`src/design/pwag_pkg.sv`:
```
// Shared types and constants for the perspective warp address generator.
package pwag_pkg;

    localparam int NUM_REGS = 8;
    localparam int COEF_W   = 32;
    localparam int IDX_W    = 4;
    localparam int SEL_W    = 3;
    localparam int PROD_W   = 42;
    localparam int SUM_W    = 44;
    localparam int Q_BITS   = 14;
    localparam int CMP_W    = SUM_W + Q_BITS;
    localparam logic signed [SUM_W-1:0] Q_ONE = SUM_W'(65536);

    localparam logic [SEL_W-1:0] REG_X_COL = 3'd0;
    localparam logic [SEL_W-1:0] REG_X_ROW = 3'd1;
    localparam logic [SEL_W-1:0] REG_X_OFF = 3'd2;
    localparam logic [SEL_W-1:0] REG_Y_COL = 3'd3;
    localparam logic [SEL_W-1:0] REG_Y_ROW = 3'd4;
    localparam logic [SEL_W-1:0] REG_Y_OFF = 3'd5;
    localparam logic [SEL_W-1:0] REG_W_COL = 3'd6;
    localparam logic [SEL_W-1:0] REG_W_ROW = 3'd7;

    localparam logic [COEF_W-1:0] COEF_ONE  = 32'd65536;
    localparam logic [COEF_W-1:0] COEF_ZERO = 32'd0;

    typedef logic [NUM_REGS-1:0][COEF_W-1:0] t_coefs;

    // identity matrix, highest index first
    localparam t_coefs COEF_RESET = {COEF_ZERO, COEF_ZERO, COEF_ZERO, COEF_ONE,
                                     COEF_ZERO, COEF_ZERO, COEF_ZERO, COEF_ONE};

    typedef struct packed {
        logic [8:0] out_row;
        logic [8:0] out_col;
    } t_in;

    typedef struct packed {
        logic [9:0] src_x;
        logic [9:0] src_y;
        logic       inside_res;
        logic [8:0] dest_row;
        logic [8:0] dest_col;
    } t_out;

    typedef struct packed {
        logic [8:0] dest_row;
        logic [8:0] dest_col;
        logic       neg_x;
        logic       neg_y;
        logic       ov_x;
        logic       ov_y;
        logic       w_zero;
    } t_side;

endpackage

```
`src/design/pwag_div.sv`:
```
// Pipelined restoring divider, one quotient bit per stage for both axes.
module pwag_div (
    input  logic                            i_clk,
    input  logic                            i_rst_n,
    input  logic                            i_adv,
    input  logic                            i_valid,
    input  pwag_pkg::t_side                 i_side,
    input  logic [pwag_pkg::SUM_W-1:0]      i_mx,
    input  logic [pwag_pkg::SUM_W-1:0]      i_my,
    input  logic [pwag_pkg::SUM_W-1:0]      i_md,
    output logic                            o_valid,
    output pwag_pkg::t_side                 o_side,
    output logic [pwag_pkg::Q_BITS-1:0]     o_qx,
    output logic [pwag_pkg::Q_BITS-1:0]     o_qy
);
    import pwag_pkg::*;

    logic [SUM_W-1:0]  r_rx [Q_BITS];
    logic [SUM_W-1:0]  r_ry [Q_BITS];
    logic [SUM_W-1:0]  r_d  [Q_BITS];
    logic [Q_BITS-1:0] r_qx [Q_BITS];
    logic [Q_BITS-1:0] r_qy [Q_BITS];
    t_side             r_sd [Q_BITS];
    logic [Q_BITS-1:0] r_v;

    for (genvar s = 0; s < Q_BITS; s++) begin : g_stage
        localparam int K = Q_BITS - 1 - s;
        logic [SUM_W-1:0]  rx_in, ry_in, d_in;
        logic [Q_BITS-1:0] qx_in, qy_in;
        t_side             sd_in;
        logic              v_in;
        logic [CMP_W-1:0]  dsh;
        logic              gx, gy;

        if (s == 0) begin : g_first
            assign rx_in = i_mx;
            assign ry_in = i_my;
            assign d_in  = i_md;
            assign qx_in = '0;
            assign qy_in = '0;
            assign sd_in = i_side;
            assign v_in  = i_valid;
        end else begin : g_next
            assign rx_in = r_rx[s-1];
            assign ry_in = r_ry[s-1];
            assign d_in  = r_d[s-1];
            assign qx_in = r_qx[s-1];
            assign qy_in = r_qy[s-1];
            assign sd_in = r_sd[s-1];
            assign v_in  = r_v[s-1];
        end

        assign dsh = {{Q_BITS{1'b0}}, d_in} << K;
        assign gx  = {{Q_BITS{1'b0}}, rx_in} >= dsh;
        assign gy  = {{Q_BITS{1'b0}}, ry_in} >= dsh;

        always_ff @(posedge i_clk) begin
            if (!i_rst_n) begin
                r_v[s] <= 1'b0;
            end else if (i_adv) begin
                r_v[s] <= v_in;
            end
        end

        always_ff @(posedge i_clk) begin
            if (i_adv) begin
                r_rx[s] <= gx ? SUM_W'(rx_in - dsh[SUM_W-1:0]) : rx_in;
                r_ry[s] <= gy ? SUM_W'(ry_in - dsh[SUM_W-1:0]) : ry_in;
                r_d[s]  <= d_in;
                r_qx[s] <= qx_in | (Q_BITS'(gx) << K);
                r_qy[s] <= qy_in | (Q_BITS'(gy) << K);
                r_sd[s] <= sd_in;
            end
        end
    end

    assign o_valid = r_v[Q_BITS-1];
    assign o_side  = r_sd[Q_BITS-1];
    assign o_qx    = r_qx[Q_BITS-1];
    assign o_qy    = r_qy[Q_BITS-1];

endmodule

```
`config.mk`:
```
export PLATFORM = sky130hd
export DESIGN_NAME = pwag_div
export DESIGN_NICKNAME = d
export VERILOG_FILES = /design/src/design/pwag_pkg.sv /design/src/design/pwag_div.sv
export SDC_FILE = /design/constraint.sdc
export NUM_CORES = 2
export LEC_CHECK = 0
export BUFFER_PORTS_ARGS = -buffer_cell sky130_fd_sc_hd__buf_4
export CAP_MARGIN = 10
export CORE_MARGIN = 5
export CORE_UTILIZATION = 61
export CTS_CLUSTER_SIZE = 24
export DETAILED_ROUTE_END_ITERATION = 10
export PLACE_DENSITY = 0.9
export REMOVE_ABC_BUFFERS = 1
export SETUP_SLACK_MARGIN = 0.2
export SYNTH_ARGS = -nofsm -noshare
export SYNTH_HDL_FRONTEND = slang
export SYNTH_SLANG_ARGS = --single-unit
export TNS_END_PERCENT = 10
```
`constraint.sdc`:
```
create_clock -name i_clk -period 8.5 [get_ports i_clk]
set_input_delay 0.425 -clock i_clk [delete_from_list [all_inputs] [get_ports i_clk]]
set_output_delay 0.425 -clock i_clk [all_outputs]
set_load 0.005 [all_outputs]
```
==> flow_metrics.tcl <==
set metrics [dict create \
    yosysTopAreaCell "edfxtp_1" \
    overflow 0 \
    drt-total-wl_um 392200 \
    maxSlewViolCount 0 \
    slowest_stage "a31oi_1" \
    synthArstFlopShare_pct 0 \
    synth-edff-count 2248 \
    netlist_instances 11950 \
    timing.fmax_mhz 183.7 \
    core_mm2 0.2167 \
    yosysUniqueCellTypes 104 \
    post_cts_buffers 0 \
    ant_nets 0 \
    cp-end-kind "flop" \
    r2r-end "r_rx[5][17]" \
    min_path_type "input pin to flop" \
    ys_warn_count 0 \
    status "complete, no violations" \
    max_slew_margin_pct 18.71 \
    port_buffers 210 \
    fin_crit_ps 5442 \
    rsz0062_at_grt "false" \
    cts_tree "done" \
    cellLeakagePower_uw 0.05955 \
    cp.required_ps 9100 \
    fin_setup_tns_ps 0 \
    initialDrtViolationCount 8885 \
    cap_violations 0 \
    cts_made_buffers 234 \
    tightest_slew_ps 1208 \
    dieArea_mm2 0.2267 \
    hold_viol_final 0 \
    regToRegStartpoint "r_rx[4][47]" \
    pre_cts_slack_ps 3281 \
    die_x_um 476.1 \
    synth_area_leaders "edfxtp_1 51%, ha_1 9.9%, a21oi_1 4.0%, o21ai_0 3.3%, xnor2_1 3.1%" \
    holdWs_ps 128.0 \
    synth_common_cells "2248 x edfxtp_1, 1056 x a21oi_1, 1050 x ha_1" \
    cpPeakStageDelay_ps 670 \
    cp-startpoint "r_rx[4][47]" \
    clock_sinks 2262 \
    grt_pass1_vias 100300 \
    clk_pin_slew_ps 70 \
    area_delta_synth_final_pct 10.75 \
    worst-r2r-setup-slack_ps 3060 \
    clock_latency_ps 920 \
    drt-pass1-iter-count 7 \
    vias 97410 \
    post-synth-top-area-fraction_pct 50.94 \
    hpwl_um 304400 \
    initial_core_util_pct 61.14 \
    antenna_found_initial 6 \
    num-nets-final 13580 \
    synth-seq-area-share_pct 51.15 \
    power.density_mw_per_mm2 204.3 \
    crit_top_cell "inv_1" \
    crit_path_end "r_rx[5][17]" \
    wl_per_cell_um 25.47 \
    utilization_pct 67.72 \
    vias_per_cell 6.327 \
    finalSetupViolations 0 \
    path_depth 15 \
    skew_ps 74.58 \
    die_y_um 476.1 \
    synth_flop_cell "edfxtp_1" \
    synth_area_per_cell_um2 11.09 \
    worstPathArrival_ps 6040 \
    ir_drop_v 0.0002257 \
    critPathKind "flop to flop" \
    ys_ff_latch 2262 \
    critPathTopFamily "compound AO/OA/AOI/OAI gates" \
    startpoint_type "flop" \
    syn_area_mm2 0.1325 \
    root_buffer "clkbuf_16" \
    path_buf_inv 3 \
    grt_usage_pct 33.70 \
    crit_chain "inv_1, ha_1, inv_1, fa_1, a211oi_1, o211ai_1, a2111oi_1, nor3_2, a31oi_1, o31ai_1, a21oi_1, o41a_1, a21oi_4, buf_4, mux2_1" \
    ff2ff_path_depth 15 \
    setup_ws_ps 3058 \
    htreeDepth 4 \
    layout-drive-gt1-share_pct 8.821 \
    drc 0 \
    gp_congestion 1.031 \
    clk_path_buf_depth 3 \
    post-route-period-util_pct 64.03 \
    grt_pass1_wl_um 586100 \
    io_pins 211 \
    worst-path-max-fanout 42 \
    yosysMostFrequentCell "edfxtp_1" \
    row_count 171 \
    grt_max_degree 190 \
]
==> worst reg2reg max path, cell delays in order, from the launching register on <==
cell	delay, ps
edfxtp_1	370
inv_1	90
ha_1	190
inv_1	90
fa_1	460
a211oi_1	470
o211ai_1	250
a2111oi_1	460
nor3_2	140
a31oi_1	670
o31ai_1	330
a21oi_1	450
o41a_1	330
a21oi_4	70
buf_4	300
mux2_1	480
==> state kept, by name, summed over array words and instances, names as in the netlist <==
signal and count:
g_stage.v_in 13, r_qy 105, r_rx 572, r_ry 572, r_sd 322, r_qx 105, o_valid 1, r_d 572
==> layout by cell type, fill, tap and decap left out, drive strengths merged, types with 31 or more instances in the layout <==
cell,instances
buf,300
and3,100
or3,31
nor3,146
xnor2,474
o211ai,51
mux2i,33
nor2b,124
o21bai,140
nand3,221
and4,33
inv,831
or2,32
nor4,90
o21a,117
a21o,501
nand2b,103
mux2,368
o31ai,82
a31oi,119
a211oi,86
a31o,33
and2,56
a21boi,31
clkbuf,277
clkinv,104
edfxtp,2248
dlygate4sd3,158
nand4,162
ha,1050
a21oi,1060
xor2,339
nand2,983
o21ai,882
nor2,620
==> logic make-up (layout without fill, tap and decap cells) <==
kind of cell             after synthesis  count (layout)  share of synthesized area, %
XOR/XNOR                             813             813                         5.373
multiplexers                         401             401                         3.376
other                                  0               4                             0
flip-flops                          2262            2262                         51.15
AO/OA/AOI/OAI                       3453            3453                         16.32
AND/OR/NAND/NOR                     2821            2821                         10.20
buffers and inverters               1125            1712                         3.269
adder cells (fa/ha/maj)             1076            1076                         10.31
==> metal layers <==
layer	vias up	global-route usage (%)	part of all wire, %
li1	45560	-	-
met1	46260	33.29	33
met2	4257	62.97	52
met3	1335	3.425	4.6
met4	2	28.59	10
met5	-	0	0.0041
==> how the worst min path moves through the flow <==
stage / start / end / slack [ps] / depth (start not counted)
finish: i_adv / r_rx[0][42] / 130 / 1
CTS: i_adv / r_d[0][36] / 110 / 1
global placement: r_sd[1][80] / r_sd[1][103] / 400 / 0
detailed placement: r_qx[5][26] / r_qx[6][12] / 400 / 0
global route: i_adv / r_d[0][31] / 120 / 1
floorplan: r_qx[0][13] / r_qx[0][27] / 400 / 0
==> cell type report <==
| type | count | area, um2 |
|---|---|---|
| Sequential cell | 2262 | 67790 |
| Clock buffer | 277 | 6017 |
| Multi-Input combinational cell | 8564 | 60610 |
| Clock inverter | 155 | 1684 |
| Inverter | 822 | 3085 |
| Antenna cell | 4 | 10.01 |
| Tap cell | 2854 | 3571 |
| Fill cell | 15420 | 69960 |
| Timing Repair Buffer | 458 | 4008 |
==> report_power, final <==
group	switching (uW)	internal (uW)	leakage (uW)
combinational	3680	2350	0.0337
sequential	456	13100	0.0221
clock	4520	5840	0.00370
total	8660	21300	0.0596
==> timing repair <==
action / 4_1_cts / 5_1_grt
hold buffers: 158 / 0
gates resized for setup: 0 / 0
endpoints found under the hold margin: 169 / 0
==> metrics by stage <==
stage                     power, uW  area (um2)  instances
final                         29990      146800      15400
after global routing          31160      146800      15390
after CTS                     29960      146800      15390
after detailed placement      19610      137500      14800
after global placement        19410      137500      14800
after floorplan               17610      131300      11650
No activity file was read; power rests on OpenSTA's default activity.
